## src/rtl/cdb_pkg.sv

```systemverilog
// ============================================================================
// Countdown bank package
// Word types, action codes and flag positions shared by the countdown bank.
// ============================================================================
package cdb_pkg;

    localparam logic [1:0] ACT_TICK  = 2'd0;
    localparam logic [1:0] ACT_LOAD  = 2'd1;
    localparam logic [1:0] ACT_CLEAR = 2'd2;

    localparam logic [15:0] RELOAD_RESET  = 16'd1000;
    localparam logic [5:0]  LAST_SECOND   = 6'd59;
    localparam logic [5:0]  LAST_MINUTE   = 6'd59;
    localparam logic [4:0]  LAST_HOUR     = 5'd23;
    localparam logic [4:0]  BASE_DAY_LIMIT = 5'd29;
    localparam logic [3:0]  LAST_PHASE    = 4'd11;

    // Bit m set means month phase m has thirty-one days.
    localparam logic [11:0] LONG_MONTH_MASK = 12'hB55;

    localparam int FLAG_SAVE  = 4;
    localparam int FLAG_HOUR  = 5;
    localparam int FLAG_DAY   = 6;
    localparam int FLAG_MONTH = 7;

    typedef struct packed {
        logic [1:0]  action;
        logic [2:0]  slot;
        logic [15:0] load_value;
    } item_t;

    typedef struct packed {
        logic [7:0]  flags;
        logic [5:0]  seconds;
        logic [5:0]  minutes;
        logic [4:0]  hours;
        logic [4:0]  days;
        logic [15:0] months;
    } result_t;

    typedef struct packed {
        logic [15:0] subsecond;
        logic [5:0]  seconds;
        logic [5:0]  minutes;
        logic [4:0]  hours;
        logic [4:0]  days;
        logic [15:0] months;
        logic [3:0]  month_phase;
    } clock_state_t;

endpackage

```

## src/rtl/countdown_bank_with_usage_clock.sv

```systemverilog
// A word accepted into the input register moves to the result register when no result stall holds it.
// Throughput: one word per cycle, limited only by result stall.
// The input register and the result register form the only pipeline.
// Reset clears all countdowns, flags and the usage clock; the reload is 1000.
// ============================================================================
// Countdown bank with usage clock
// Five one-shot countdowns with sticky flags and a tick-driven usage clock.
// ============================================================================
module countdown_bank_with_usage_clock
    import cdb_pkg::*;
#(
    parameter int NUM_COUNTDOWNS = 5
)
(
    input  logic        clk,
    input  logic        rst_n,
    input  logic        reload_we,
    input  logic [15:0] reload_data,
    input  logic        item_valid,
    output logic        item_stall,
    input  item_t       item,
    output logic        result_valid,
    input  logic        result_stall,
    output result_t     result
);

    logic         item_valid_reg;
    item_t        item_reg;
    logic         result_valid_reg;
    result_t      result_reg;
    logic [15:0]  tick_reload_reg;
    logic [15:0]  countdowns_reg [NUM_COUNTDOWNS];
    logic [15:0]  countdowns_next [NUM_COUNTDOWNS];
    logic [7:0]   flags_reg;
    logic [7:0]   flags_next;
    clock_state_t clock_state_reg;
    clock_state_t clock_state_next;
    logic         advance;
    logic         accept;

    assign advance      = item_valid_reg && (!result_valid_reg || !result_stall);
    assign item_stall   = item_valid_reg && !advance;
    assign accept       = item_valid && !item_stall;
    assign result_valid = result_valid_reg;
    assign result       = result_reg;

    cdb_step #(
        .NUM_COUNTDOWNS (NUM_COUNTDOWNS)
    ) u_step (
        .item             (item_reg),
        .tick_reload      (tick_reload_reg),
        .countdowns       (countdowns_reg),
        .flags            (flags_reg),
        .clock_state      (clock_state_reg),
        .countdowns_next  (countdowns_next),
        .flags_next       (flags_next),
        .clock_state_next (clock_state_next)
    );

    always_ff @(posedge clk or negedge rst_n)
    begin
        if (!rst_n)
        begin
            item_valid_reg   <= 1'b0;
            result_valid_reg <= 1'b0;
            tick_reload_reg  <= RELOAD_RESET;
            for (int i = 0; i < NUM_COUNTDOWNS; i++)
            begin
                countdowns_reg[i] <= 16'd0;
            end
            flags_reg       <= 8'd0;
            clock_state_reg <= '0;
        end
        else
        begin
            if (reload_we)
            begin
                tick_reload_reg <= reload_data;
            end
            if (accept)
            begin
                item_valid_reg <= 1'b1;
            end
            else if (advance)
            begin
                item_valid_reg <= 1'b0;
            end
            if (advance)
            begin
                result_valid_reg <= 1'b1;
                countdowns_reg   <= countdowns_next;
                flags_reg        <= flags_next;
                clock_state_reg  <= clock_state_next;
            end
            else if (!result_stall)
            begin
                result_valid_reg <= 1'b0;
            end
        end
    end

    always_ff @(posedge clk)
    begin
        if (accept)
        begin
            item_reg <= item;
        end
        if (advance)
        begin
            result_reg.flags   <= flags_next;
            result_reg.seconds <= clock_state_next.seconds;
            result_reg.minutes <= clock_state_next.minutes;
            result_reg.hours   <= clock_state_next.hours;
            result_reg.days    <= clock_state_next.days;
            result_reg.months  <= clock_state_next.months;
        end
    end

endmodule

```

## src/rtl/cdb_step.sv

```systemverilog
// ============================================================================
// Countdown bank step
// Next-state logic for one word: countdowns, sticky flags and usage clock.
// ============================================================================
module cdb_step
    import cdb_pkg::*;
#(
    parameter int NUM_COUNTDOWNS = 5
)
(
    input  item_t        item,
    input  logic [15:0]  tick_reload,
    input  logic [15:0]  countdowns [NUM_COUNTDOWNS],
    input  logic [7:0]   flags,
    input  clock_state_t clock_state,
    output logic [15:0]  countdowns_next [NUM_COUNTDOWNS],
    output logic [7:0]   flags_next,
    output clock_state_t clock_state_next
);

    logic [4:0] day_limit;

    assign day_limit = BASE_DAY_LIMIT + {4'd0, LONG_MONTH_MASK[clock_state.month_phase]};

    always_comb
    begin
        countdowns_next  = countdowns;
        flags_next       = flags;
        clock_state_next = clock_state;
        unique case (item.action)
            ACT_TICK:
            begin
                for (int i = 0; i < NUM_COUNTDOWNS; i++)
                begin
                    if (countdowns[i] != 16'd0)
                    begin
                        countdowns_next[i] = countdowns[i] - 16'd1;
                        if (countdowns[i] == 16'd1)
                        begin
                            flags_next[i] = 1'b1;
                        end
                    end
                end
                if (clock_state.subsecond != 16'd0)
                begin
                    clock_state_next.subsecond = clock_state.subsecond - 16'd1;
                end
                else
                begin
                    clock_state_next.subsecond = tick_reload;
                    if (clock_state.seconds != LAST_SECOND)
                    begin
                        clock_state_next.seconds = clock_state.seconds + 6'd1;
                    end
                    else
                    begin
                        clock_state_next.seconds = 6'd0;
                        if (clock_state.minutes != LAST_MINUTE)
                        begin
                            clock_state_next.minutes = clock_state.minutes + 6'd1;
                        end
                        else
                        begin
                            clock_state_next.minutes = 6'd0;
                            flags_next[FLAG_HOUR] = 1'b1;
                            flags_next[FLAG_SAVE] = 1'b1;
                            if (clock_state.hours != LAST_HOUR)
                            begin
                                clock_state_next.hours = clock_state.hours + 5'd1;
                            end
                            else
                            begin
                                clock_state_next.hours = 5'd0;
                                flags_next[FLAG_DAY] = 1'b1;
                                if (clock_state.days == day_limit)
                                begin
                                    clock_state_next.days = 5'd0;
                                    flags_next[FLAG_MONTH] = 1'b1;
                                    clock_state_next.months = clock_state.months + 16'd1;
                                    // The phase tracks months mod 12, also across the wrap.
                                    if (clock_state.months == 16'hFFFF
                                        || clock_state.month_phase == LAST_PHASE)
                                    begin
                                        clock_state_next.month_phase = 4'd0;
                                    end
                                    else
                                    begin
                                        clock_state_next.month_phase =
                                            clock_state.month_phase + 4'd1;
                                    end
                                end
                                else
                                begin
                                    clock_state_next.days = clock_state.days + 5'd1;
                                end
                            end
                        end
                    end
                end
            end
            ACT_LOAD:
            begin
                for (int i = 0; i < NUM_COUNTDOWNS; i++)
                begin
                    if (item.slot == 3'(i))
                    begin
                        countdowns_next[i] = item.load_value;
                    end
                end
            end
            ACT_CLEAR:
            begin
                flags_next[item.slot] = 1'b0;
            end
            default:
            begin
                flags_next = flags;
            end
        endcase
    end

endmodule

```

## config.mk

```make
export PLATFORM = sky130hd
export DESIGN_NAME = countdown_bank_with_usage_clock
export DESIGN_NICKNAME = d
export VERILOG_FILES = /design/src/rtl/cdb_pkg.sv /design/src/rtl/countdown_bank_with_usage_clock.sv /design/src/rtl/cdb_step.sv
export SDC_FILE = /design/constraint.sdc
export NUM_CORES = 1
export LEC_CHECK = 0
export ABC_AREA = 0
export BUFFER_PORTS_ARGS = -buffer_cell sky130_fd_sc_hd__buf_2
export CORE_ASPECT_RATIO = 1.75
export CORE_MARGIN = 3
export CORE_UTILIZATION = 25
export DETAILED_ROUTE_END_ITERATION = 10
export PLACE_DENSITY = 0.4
export SLEW_MARGIN = 25
export SYNTH_ARGS = -nofsm -noshare
export SYNTH_HDL_FRONTEND = slang
export SYNTH_SLANG_ARGS = --single-unit
```

## constraint.sdc

```tcl
create_clock -name clk -period 4.2 [get_ports clk]
set_input_delay 0.21 -clock clk [delete_from_list [all_inputs] [get_ports clk]]
set_output_delay 0.21 -clock clk [all_outputs]
set_load 0.01 [all_outputs]
```

-- After elaboration in Yosys (flattened, before gate mapping)
Memory sizes are Yosys's and may differ from the RTL's.
Cells that the tools add are included.
- bits in registers: 231
- ROM bits: 16
- input bits: 42
- output and inout bits: 48
- logic and storage cells: 149
- memories: 1
- $add $sub $neg: 13
- magnitude comparators: 3
- eq/ne operators: 28
- muxes and demuxes: 46
- bitwise gates (word level): 6
- reduce and logical (&&, ||, !) cells: 27
- memories (name ; words ; width ; read ports ; clocked after memory_dff ; write ports ; RTL line ; RTL):
    (no name shown) ; 16 ; 1 ; 1 ; 0 ; 0 ; cdb_step.sv:23 ; assign day_limit = BASE_DAY_LIMIT + {4'd0, LONG_MONTH_MASK[clock_state.month_phase]};
- operators by type and width (operator ; number):
    $mux W16 ; 11
    $pmux W80 S2 ; 1
    $reduce_bool A16 Y1 ; 6
    $sub A16 B1 Y16 const B ; 6
    $mux W42 ; 2
    $eq A16 B1 Y1 const B ; 5
    $mux W36 ; 1
    $mux W30 ; 1
    $mux W25 ; 1
    $ne A2 B1 Y1 const B ; 11
    $mux W20 ; 1
    $reduce_and A4 Y1 ; 5
    $mux W1 ; 17
    $add A16 B1 Y16 const B ; 1
    $eq A16 B16 Y1 const B ; 1
    $mux W4 ; 4
    $pmux W8 S2 ; 1
    $add A6 B1 Y6 const B ; 2
    $mux W6 ; 2
    $ne A6 B6 Y1 const B ; 2
    $add A5 B1 Y5 const B ; 2
    $mux W5 ; 2
    $and A8 B8 Y8 ; 1
    $not A8 Y8 ; 1
    24 further kinds ; 36

-- Longest topological paths before layout
Gate-level depths: netlist (run 1).
- word-level depth: 10
- mapped depth: 9

-- By module
From an unflattened synthesis (run 1), not the netlist that was laid out.
- cells, all modules: 1318
- area, all modules: 14231.1 µm²
- by module, submodules not included (module ; times used ; cells an instance ; area an instance (µm²) ; seq. area each (µm²)):
    countdown_bank_with_usage_clock ; 1 ; 417 ; 8788.4 ; 6123.4
    cdb_step ; 1 ; 901 ; 5442.7 ; 0.0

-- Least setup slack after synthesis (run 1)
OpenSTA, ideal clock, no wires.
- kind: reg-to-reg
- from: reg result_valid_reg (netlist: result_valid)
- to: reg clock_state_reg[41] (netlist name)
- library setup time: 132 ps
- arrival time: 3082 ps
- required time: 4068 ps
- slack: 985 ps
- cell stages (with the launch flop): 8
- path buffers: 2
- clock period less this slack: 3215 ps
- path through: dfrtp_1 > a21bo_2 > inv_1 > clkbuf_1 > clkbuf_1 > nand3_1 > o21ai_0 > o31ai_1
- cells in the longest elaborated chain, start to end: 3
- RTL lines (item ; RTL line ; RTL):
    start: declaration ; countdown_bank_with_usage_clock.sv:29 ; logic result_valid_reg;
    start signal: assignment ; countdown_bank_with_usage_clock.sv:65 ; result_valid_reg <= 1'b0;
    start signal: assignment ; countdown_bank_with_usage_clock.sv:90 ; result_valid_reg <= 1'b1;
    start signal: assignment ; countdown_bank_with_usage_clock.sv:97 ; result_valid_reg <= 1'b0;
    $logic_not A1 Y1 ; countdown_bank_with_usage_clock.sv:41 ; assign advance = item_valid_reg && (!result_valid_reg || !result_stall);
    $logic_or A1 B1 Y1 ; countdown_bank_with_usage_clock.sv:41 ;
    $logic_and A1 B1 Y1 ; countdown_bank_with_usage_clock.sv:41 ;
    via advance ; countdown_bank_with_usage_clock.sv:38 ; logic advance;
    end signal: assignment ; countdown_bank_with_usage_clock.sv:93 ; clock_state_reg <= clock_state_next;
    end: declaration ; countdown_bank_with_usage_clock.sv:36 ; clock_state_t clock_state_reg;
The timed path passes the listed nets, and every way through them passes these cells.
A chain may end at the register's enable or synchronous reset.

==> results.ini, run 1 <==
[outcome]
outcome = finished clean

[final_layout]
fin_util_pct = 30.7
fillers = 4877
largest_register_ffs = 80
layout.nets = 1413
n_antenna_cell = 0
regArea_um2 = 6120
area_growth_pct = 20.5
multi_input_area_um2 = 5580
drive_gt1_share_pct = 15.7

[clock_tree]
htreeDepth = 1
clk_pin_slew_worst_paths_ns = 0.06
root_buffer = clkbuf_16
post_cts_buffers = 0
cts_sinks = 231
cts_tree = yes
numCtsBuffers = 27
clk_latency_ns = 0.56
cts_buffer_depth = 3

[logic_synthesis]
post_synth.cell_area_avg_um2 = 9.81
synthDistinctLibCells = 69
synthCells = 1226
ys_ff_latch = 231
synth.largest_area_cell = dfrtp_1
synth_top_area_share_pct = 32.9
synth.area.top_cells = dfrtp_1 (33%), edfxtp_1 (17%), o21ai_0 (6.5%)
synth_async_sr_flop_share_pct = 71.0
yosys_warnings = 0
syn_area_um2 = 12000
syn_nets = 1287
synth_ff_type = dfrtp_1
synth-edff-count = 67
ys_seq_area_share_pct = 50.9

[floorplan]
ioPinCount = 90
start_util_pct = 25.5
num_rows = 105
core_area_um2 = 47200
die_h_um = 296
die_area_um2 = 50900
die_w_um = 172

[timing]
fin_crit_sh_pct = 71.2
max_freq_ghz = 0.334
tightest_slew_ns = 1.02
timing.final.crit_period_ns = 2.99
finalMaxSlewViolations = 0
fin_skew_ns = 0.0183
max_slew_margin_pct = 31.1
timing_hold_violations_final = 0
setup_viol = 0
rsz0062_at_grt = false
timing.final.ws_setup_ns = 1.21
fin_tns_setup_ns = 0

[place]
dp_hpwl_um = 28400
dpl_worst_slack_ns = 1.13
port_buffers = 89
routabilityCongestion = 0.817

[critical_path]
path_cells = nor2_1 > nand4_1 > nor4_4 > mux2_1
path_delay_family = simple AND/OR/NAND/NOR gates
cp_slowest_cell = nor4_4
cp.required_ns = 4.51
path_class = reg2reg
endpoint_kind = register
cp.arrival_ns = 3.30
path_max_fanout = 15
cpPeakStageDelay_ns = 0.76
start_kind = register
crit_buf_inv = 0

[global_routing]
grt_antenna_before_repair = 0
grt_pass1_wl_um = 60700
grt_max_degree = 91
grt_pass1_vias = 10200
overflow = 0
grt_util_all_layers_pct = 15.4

[drt]
drtAntennaViolNets = 0
viasPerCell = 5.11
wl_per_cell_um = 19.9
drt_wl_total_um = 39100
drt_iter0_markers = 470
via_count = 10000
drtPass1Iterations = 7
drc = 0

[pwr]
irDropWorstVdd_mv = 0.255
leakagePower_nw = 5.64
powerDensity_nw_per_um2 = 498

[job]
drv_cap = 0

[worst_hold_path]
hp-class = in2reg

-- synthesized netlist by cell type (31+ instances only) --
master,number
edfxtp_1,67
inv_1,37
nand3_1,36
nand2_1,80
a21oi_1,87
mux2_2,31
clkbuf_1,50
dfrtp_1,158
nor2_1,121
nor3_1,38
o21ai_0,156
-- worst register-to-register path: cells and delay by family (launching register included) --
| kind | cells | cell delay [ns] |
|---|---|---|
| mux | 1 | 0.39 |
| simple gates | 3 | 1.78 |
| flops | 1 | 0.59 |
-- placed cells by master, fill, tap and decap left out, drive strengths merged, types with 5 or more instances in the layout --
master       netlist  layout
dfrtp            158     158
o21ai            156     156
nor2             121     121
buf                3     109
a21oi             87      87
nand2             80      80
edfxtp            67      67
dlygate4sd3        0      41
nor3              40      40
clkbuf            50      39
inv               37      38
nand3             37      37
mux2              32      32
nor4              30      30
xnor2             28      28
nand4             27      27
a31oi             27      27
o22a              26      26
o31ai             23      23
ha                19      19
or4               18      18
and3              16      16
or3               14      14
nand2b            14      14
and2              12      12
a22oi              9       9
o22ai              7       7
clkinv             0       7
mux2i              6       6
dfstp              6       6
o41ai              6       6
a32oi              5       5
o31a               5       5
-- path summary, 6_finish.rpt --
check	start	endpoint	slack, ns	depth (start not counted)
worst max-delay path	item_reg[19]	result[1]	1.21	4
worst min-delay path	reload_we	tick_reload_reg[8]	0.08	3
worst max register to register	item_reg[19]	result[1]	1.21	4
worst min register to register	item_valid_reg	result_valid	0.49	1
max in group asynchronous	rst_n	tick_reload_reg[5]	3.39	3
min in group asynchronous	rst_n	item_valid_reg	0.12	2
-- where the power goes --
part           leakage, nW  total [W]  internal (W)  switching (W)
registers             2.74    0.00325       0.00276       0.000490
clock network        0.428    0.00237       0.00138       0.000991
logic                 2.47    0.00159      0.000638       0.000954
total                 5.64    0.00722       0.00478        0.00244
-- layout make-up --
type,count,share of cell area (%)
clock buffers,39,5.26
clock inverters,11,0.759
inverters,37,0.958
multi-input cells,905,38.5
flip-flops and latches,231,42.2
well taps,588,5.07
repair buffers,150,7.21
-- layer usage --
metal | vias to the layer above | wire (µm) | track usage, % | share of wire, %
li1 | 4846 | - | - | -
met1 | 4939 | 14600 | 16.5 | 37
met2 | 187 | 22100 | 30.6 | 57
met3 | 58 | 1260 | 1.85 | 3.2
met4 | 0 | 1160 | 4.93 | 3.0
met5 | - | 0 | 0 | 0
-- cell families after synthesis --
logic type / after synthesis / synth area share, %
compound gates: 383 / 19.3
xor+xnor: 32 / 2.39
buf+inv: 90 / 2.93
fa+ha+maj: 19 / 1.98
simple gates: 433 / 19.0
flops: 231 / 50.9
mux: 38 / 3.50
-- what timing repair did --
| action | CTS | global route |
|---|---|---|
| hold buffers | 41 | 0 |
| gates resized for setup | 0 | 0 |
| endpoints found under the hold margin | 124 | 0 |
-- metrics by stage --
stage / cell area [µm²] / total power (W) / instances / hold slack, ns
5_1_grt: 14500 / 0.00772 / 1961 / 0.0996
2_1_floorplan: 12000 / 0.00427 / 1226 / -0.0856
3_3_place_gp: 13200 / 0.00485 / 1869 / 0.387
6_report: 14500 / 0.00722 / 1961 / 0.0814
3_5_place_dp: 13200 / 0.00488 / 1869 / 0.388
4_1_cts: 14500 / 0.00734 / 1960 / 0.0644
Power figures use the tool's default switching activity.
==> run 2, diff against run 1 <==
--- a/config.mk
+++ b/config.mk
@@ -5,13 +5,13 @@
 export SDC_FILE = /design/constraint.sdc
 export NUM_CORES = 1
 export LEC_CHECK = 0
-export ABC_AREA = 0
+export ABC_AREA = 1
 export BUFFER_PORTS_ARGS = -buffer_cell sky130_fd_sc_hd__buf_2
 export CORE_ASPECT_RATIO = 1.75
 export CORE_MARGIN = 3
 export CORE_UTILIZATION = 25
 export DETAILED_ROUTE_END_ITERATION = 10
-export PLACE_DENSITY = 0.4
+export PLACE_DENSITY = 0.41
 export SLEW_MARGIN = 25
 export SYNTH_ARGS = -nofsm -noshare
 export SYNTH_HDL_FRONTEND = slang
==> constraint.sdc (replaced) <==
create_clock -name clk -period 2.4 [get_ports clk]
set_input_delay 0.12 -clock clk [delete_from_list [all_inputs] [get_ports clk]]
set_output_delay 0.12 -clock clk [all_outputs]
set_load 0.01 [all_outputs]
==> results.ini, run 2 <==
[drt]
drt_wl_total_um = 39400  ; +0.69%
drt_iter0_markers = 488  ; +3.8%
drtPass1Iterations = 5  ; -2
wl_per_cell_um = 16.3  ; -18%
via_count = 11000  ; +9.9%
drtAntennaViolNets = 0  ; unchanged
drc = 0  ; unchanged
viasPerCell = 4.55  ; -11%

[timing]
max_freq_ghz = 0.442  ; +32%
timing.final.crit_period_ns = 2.26  ; -0.727 ns
timing_hold_violations_final = 0  ; unchanged
tightest_slew_ns = 0.871  ; -0.154 ns
fin_tns_setup_ns = 0  ; unchanged
finalMaxSlewViolations = 0  ; unchanged
rsz0062_at_grt = true
setup_viol = 0  ; unchanged
fin_skew_ns = 0.0203  ; +0.00204 ns
fin_crit_sh_pct = 94.3  ; +23 points
max_slew_margin_pct = 41.9  ; +11 points

[final_layout]
layoutNonFillerInstCount = 2421  ; +23%
drive_gt1_share_pct = 13.2  ; -2.4 points
final_common_cell = nand2_1
final_area_um2 = 15300  ; +5.6%
area_growth_pct = 23.5
n_antenna_cell = 0  ; unchanged
largest_register_ffs = 80  ; unchanged
final_cell_mix = nand2_1 (452), nor2_1 (170), inv_1 (164)
layout.nets = 1807  ; +28%
fillers = 5204  ; +6.7%

[pwr]
leakagePower_nw = 6.91  ; +23%
irDropWorstVdd_mv = 0.474  ; +86%
powerDensity_nw_per_um2 = 925  ; +86%

[floorplan]
die_h_um = 301  ; +1.5%
num_rows = 107  ; +1.9%
die_area_um2 = 52400  ; +3.0%
ioPinCount = 90  ; unchanged
start_util_pct = 25.4  ; -0.13 points
die_w_um = 174  ; +1.5%
core_area_um2 = 48900  ; +3.6%

[global_routing]
grt_antenna_before_repair = 0  ; unchanged
met3_usage_pct = 1.54  ; -0.31 points
grt_pass1_wl_um = 61300  ; +0.91%
grt_util_met2_pct = 29.4  ; -1.2 points
grt_use_met1_pct = 16.2  ; -0.26 points
grt_util_all_layers_pct = 14.8  ; -0.54 points
grt_busiest_layer = met2
overflow = 0  ; unchanged
grt_max_degree = 89  ; -2.2%
grt_pass1_vias = 11000  ; +7.9%

[logic_synthesis]
post_synth.cell_area_avg_um2 = 7.88  ; -20%
synthDistinctLibCells = 46  ; -33%
ys_ff_latch = 231  ; unchanged
synth.largest_area_cell = dfrtp_1
synthCells = 1574  ; +28%
yosys_warnings = 0  ; unchanged
synth_async_sr_flop_share_pct = 71.0  ; unchanged
synth_ff_type = dfrtp_1
syn_area_um2 = 12400  ; +3.1%
synth.area.top_cells = dfrtp_1 (32%), edfxtp_1 (16%), nand2_1 (14%)
synthTopCellsByCount = nand2_1 (452), nor2_1 (172), inv_1 (166), o21ai_0 (159), dfrtp_1 (158)
ys_seq_area_share_pct = 49.4  ; -1.5 points
synth-edff-count = 67  ; unchanged
syn_nets = 1635  ; +27%
synth_top_area_share_pct = 31.9  ; -0.99 points
post-synth-top-count-cell = nand2_1

[clock_tree]
cts_tree = yes
clk_pin_slew_worst_paths_ns = 0.06  ; about the same
htreeDepth = 1  ; unchanged
cts_sinks = 231  ; unchanged
numCtsBuffers = 27  ; unchanged
cts_buffer_depth = 3  ; unchanged
root_buffer = clkbuf_16
clk_latency_ns = 0.57  ; about the same

[worst_hold_path]
hp-class = in2reg

[critical_path]
path_delay_family = simple AND/OR/NAND/NOR gates
start_kind = register
cp_slowest_cell = dfrtp_1
path_max_fanout = 7  ; -8
cp.arrival_ns = 2.58  ; -0.72 ns
crit_buf_inv = 3  ; +3
r2r_slack_ns = 0.14  ; -1.07 ns
cp.required_ns = 2.72  ; -1.79 ns
cpPeakStageDelay_ns = 0.38  ; -0.38 ns
endpoint_kind = register
path_cells = inv_1 > ha_1 > nand3_2 > nor2_4 > nand3_4 > clkinvlp_4 > buf_4 > nand4_1 > and3_1
path_class = reg2reg

[place]
port_buffers = 89  ; unchanged
placed_cell_area_um2 = 13900  ; +5.2%
dp_hpwl_um = 28600  ; +0.73%
routabilityCongestion = 0.837  ; +2.5%
dp.cells = 2319  ; +24%

[job]
drv_cap = 0  ; unchanged

[outcome]
outcome = finished clean

## run 2: cell type report
type	instances	area, µm²	area share [%]
clock buffers	27	676	4.41
repair buffers	184	1320	8.62
well taps	654	818	5.34
inverters	169	638	4.17
multi-input cells	1133	5500	35.9
flip-flops and latches	231	6120	40.0
clock inverters	23	243	1.59
## run 2: final timing paths
check	end	cells past startpoint	from
worst max register to register	result[20]	9	clock_state_reg[42]
worst min-delay path	tick_reload_reg[3]	2	reload_we
max in group asynchronous	clock_state_reg[40]	3	rst_n
min in group asynchronous	countdowns_reg[50]	2	rst_n
worst max-delay path	result[20]	9	clock_state_reg[42]
worst min register to register	flags_reg[7]	2	flags_reg[7]
## run 2: metrics by stage
step,power [W],hold WS [ns],setup WS [ns],utilization (%)
after detailed placement,0.00985,0.172,0.0407,28.4
after CTS,0.0144,0.0129,0.0290,31.1
after global routing,0.0152,0.0706,-0.00586,31.3
after floorplan,0.00855,-0.176,0.197,-
after global placement,0.00981,0.170,0.0863,28.4
final,0.0142,0.0326,0.136,31.3
## run 2: layer usage
metal | vias up | share of wire [%]
met5 | - | 0
met4 | 0 | 3.1
met3 | 63 | 2.7
met2 | 177 | 55
met1 | 5241 | 39
li1 | 5543 | -
## run 2: power by group
group	leakage (nW)	total, W	internal, W	switching (W)
clock	0.442	0.00436	0.00251	0.00185
combinational	3.79	0.00387	0.00142	0.00245
sequential	2.68	0.00593	0.00504	0.000895
## run 2: cells by family after synthesis
logic type      Yosys count  synth area share [%]
compound gates          263                  11.4
xor+xnor                 28                  2.04
fa+ha+maj                19                  1.92
buf+inv                 211                  6.56
flops                   231                  49.4
mux                      13                  1.18
simple gates            809                  27.5
## run 2: repair_timing
| item | CTS | global route |
|---|---|---|
| buffers inserted | 0 | 9 |
| endpoints found under the hold margin | 91 | 0 |
| endpoints found under the setup margin | 0 | 23 |
| gates resized for setup | 0 | 4 |
| hold buffers | 42 | 0 |
==> run 3, diff against run 2 <==
--- a/config.mk
+++ b/config.mk
@@ -6,12 +6,12 @@
 export NUM_CORES = 1
 export LEC_CHECK = 0
 export ABC_AREA = 1
-export BUFFER_PORTS_ARGS = -buffer_cell sky130_fd_sc_hd__buf_2
+export BUFFER_PORTS_ARGS = -buffer_cell sky130_fd_sc_hd__buf_4
 export CORE_ASPECT_RATIO = 1.75
 export CORE_MARGIN = 3
 export CORE_UTILIZATION = 25
 export DETAILED_ROUTE_END_ITERATION = 10
-export PLACE_DENSITY = 0.41
+export PLACE_DENSITY_LB_ADDON = 0.1
 export SLEW_MARGIN = 25
 export SYNTH_ARGS = -nofsm -noshare
 export SYNTH_HDL_FRONTEND = slang
==> results.ini, run 3 (synthesis results as in run 2) <==
[outcome]
outcome = finished clean

[critical_path]
crit_buf_inv = 2  ; -1
cp.required_ns = 2.70  ; -0.02 ns
path_max_fanout = 10  ; +3
path_delay_family = simple AND/OR/NAND/NOR gates
cp.arrival_ns = 2.53  ; -0.05 ns
cp_slowest_cell = dfrtp_1
path_cells = inv_1 > ha_1 > nand3_2 > nor2_4 > nand3_4 > nor2_4 > buf_4 > nand3_1 > and2_1
cpPeakStageDelay_ns = 0.38  ; about the same
cp_common_cell = nor2_4
endpoint_kind = register
path_class = reg2reg
start_kind = register

[place]
routabilityCongestion = 0.810  ; -3.2%
dpl_worst_slack_ns = 0.0783  ; +0.0376 ns
dp_hpwl_um = 29400  ; +2.9%
placed_cell_area_um2 = 14100  ; +1.9%
dp.cells = 2323  ; +0.17%
port_buffers = 89  ; unchanged

[timing]
setup_viol = 0  ; unchanged
fin_crit_sh_pct = 92.8  ; -1.6 points
timing.final.ws_setup_ns = 0.174  ; +0.0379 ns
holdWs_ns = 0.0323  ; -0.000306 ns
max_freq_ghz = 0.449  ; +1.7%
fin_skew_ns = 0.0122  ; -0.00813 ns
timing.final.crit_period_ns = 2.23  ; -0.0379 ns
finalMaxSlewViolations = 0  ; unchanged
timing_hold_violations_final = 0  ; unchanged
rsz0062_at_grt = true
tightest_slew_ns = 0.879  ; +0.00877 ns
max_slew_margin_pct = 41.3  ; -0.59 points

[drt]
drtAntennaViolNets = 0  ; unchanged
drc = 0  ; unchanged
drt_wl_total_um = 40100  ; +1.9%
dr_wl_met3_um = 1080  ; +2.1%
drtPass1Iterations = 5  ; unchanged
via_count = 11000  ; +0.027%
met2_length_um = 22100  ; +2.0%
viasPerCell = 4.52  ; -0.63%
wl_met1_um = 15800  ; +2.1%
drt_iter0_markers = 643  ; +32%
wl_per_cell_um = 16.5  ; +1.2%
highest_layer = met4

[global_routing]
grt_pass1_wl_um = 64000  ; +4.3%
grt_pass1_vias = 11500  ; +4.1%
overflow = 0  ; unchanged
grt_util_all_layers_pct = 15.4  ; +0.60 points
grt_antenna_before_repair = 0  ; unchanged
grt_max_degree = 96  ; +7.9%

[clock_tree]
clk_latency_ns = 0.55  ; -0.02 ns
cts_buffer_depth = 3  ; unchanged
cts_sinks = 231  ; unchanged
root_buffer = clkbuf_16
htreeDepth = 1  ; unchanged
numCtsBuffers = 26  ; -3.7%
clk_pin_slew_worst_paths_ns = 0.06  ; about the same
cts_tree = yes

[pwr]
irDropWorstVdd_mv = 0.600  ; +27%
p_switching_w = 0.00513  ; -1.3%
pwr-share-comb_pct = 27.6  ; +0.3 points
seqPwrFrac_pct = 40.8  ; -1.1 points
powerDensity_nw_per_um2 = 922  ; -0.30%
p_int_w = 0.00940  ; +4.9%
pwr-share-clk_pct = 31.6  ; +0.8 points
swShare_pct = 35.3  ; -1.4 points
leakagePower_nw = 7.11  ; +2.9%

[floorplan]
start_util_pct = 25.4  ; unchanged
die_w_um = 174  ; unchanged
core_area_um2 = 48900  ; unchanged
num_rows = 107  ; unchanged
die_area_um2 = 52400  ; unchanged
die_h_um = 301  ; unchanged
ioPinCount = 90  ; unchanged

[final_layout]
final_area_um2 = 15800  ; +2.9%
final_common_cell = nand2_1
drive_gt1_share_pct = 13.2  ; -0.063 points
final_cell_mix = nand2_1 (452), nor2_1 (170), inv_1 (164)
layoutNonFillerInstCount = 2437  ; +0.66%
regArea_um2 = 6120  ; unchanged
largest_register_ffs = 80  ; unchanged
fin_util_pct = 32.2  ; +0.91 points
n_antenna_cell = 0  ; unchanged
area_growth_pct = 27.1
layout.nets = 1824  ; +0.94%
fillers = 5247  ; +0.83%
multi_input_area_um2 = 5470  ; -0.39%

[worst_hold_path]
hp-class = in2reg

[job]
drv_cap = 0  ; unchanged

==> run 3: cell count changes in the layout (fill, tap and decap cells not counted), sizes merged <==
cell,delta
buf,+3
bufinv,+2
clkbuf,+4
clkinv,-2
clkinvlp,-4
dlygate4sd3,+16
inv,-2
nand3,-1
==> run 3: what timing repair did <==
action | CTS | global route
endpoints found under the hold margin | 87 | 0
buffers inserted | 0 | 8
setup endpoints to repair | 0 | 23
hold buffers | 58 | 0
gates resized for setup | 0 | 3
==> run 3: final timing paths <==
check,startpoint,to,slack (ns),cells after the start
max reg2reg,clock_state_reg[42],result[12],0.17,9
max,clock_state_reg[42],result[12],0.17,9
max in group asynchronous,rst_n,tick_reload_reg[7],1.51,3
min reg2reg,countdowns_reg[37],countdowns_reg[37],0.48,2
min in group asynchronous,rst_n,countdowns_reg[49],0.11,2
min,reload_we,tick_reload_reg[10],0.03,2
==> run 3: power by group through the flow <==
stage,sequential [W],combinational [W],clock [W]
floorplan,0.00577,0.00278,0
global placement,0.00600,0.00394,0
detailed placement,0.00600,0.00397,0
CTS,0.00594,0.00408,0.00475
global route,0.00608,0.00470,0.00489
finish,0.00593,0.00401,0.00459
==> run 3: layer usage <==
layer / GRT usage (%) / up-vias
met4: 4.79 / 0
met1: 17.0 / 5235
li1: - / 5573
met2: 30.6 / 170
met5: 0 / -
met3: 1.58 / 49
==> run 3: metrics by stage <==
stage / power [W] / TNS [ns]
final: 0.0145 / 0
after detailed placement: 0.00997 / 0
after CTS: 0.0148 / 0
after floorplan: 0.00855 / 0
after global placement: 0.00994 / 0
after global routing: 0.0157 / -0.00588
==> run 3: cell type report <==
class	count	area share [%]
Clock inverter	17	1.52
Tap cell	654	5.19
Inverter	169	4.03
Multi-Input combinational cell	1132	34.7
Clock buffer	31	4.65
Sequential cell	231	38.9
Timing Repair Buffer	203	11.0
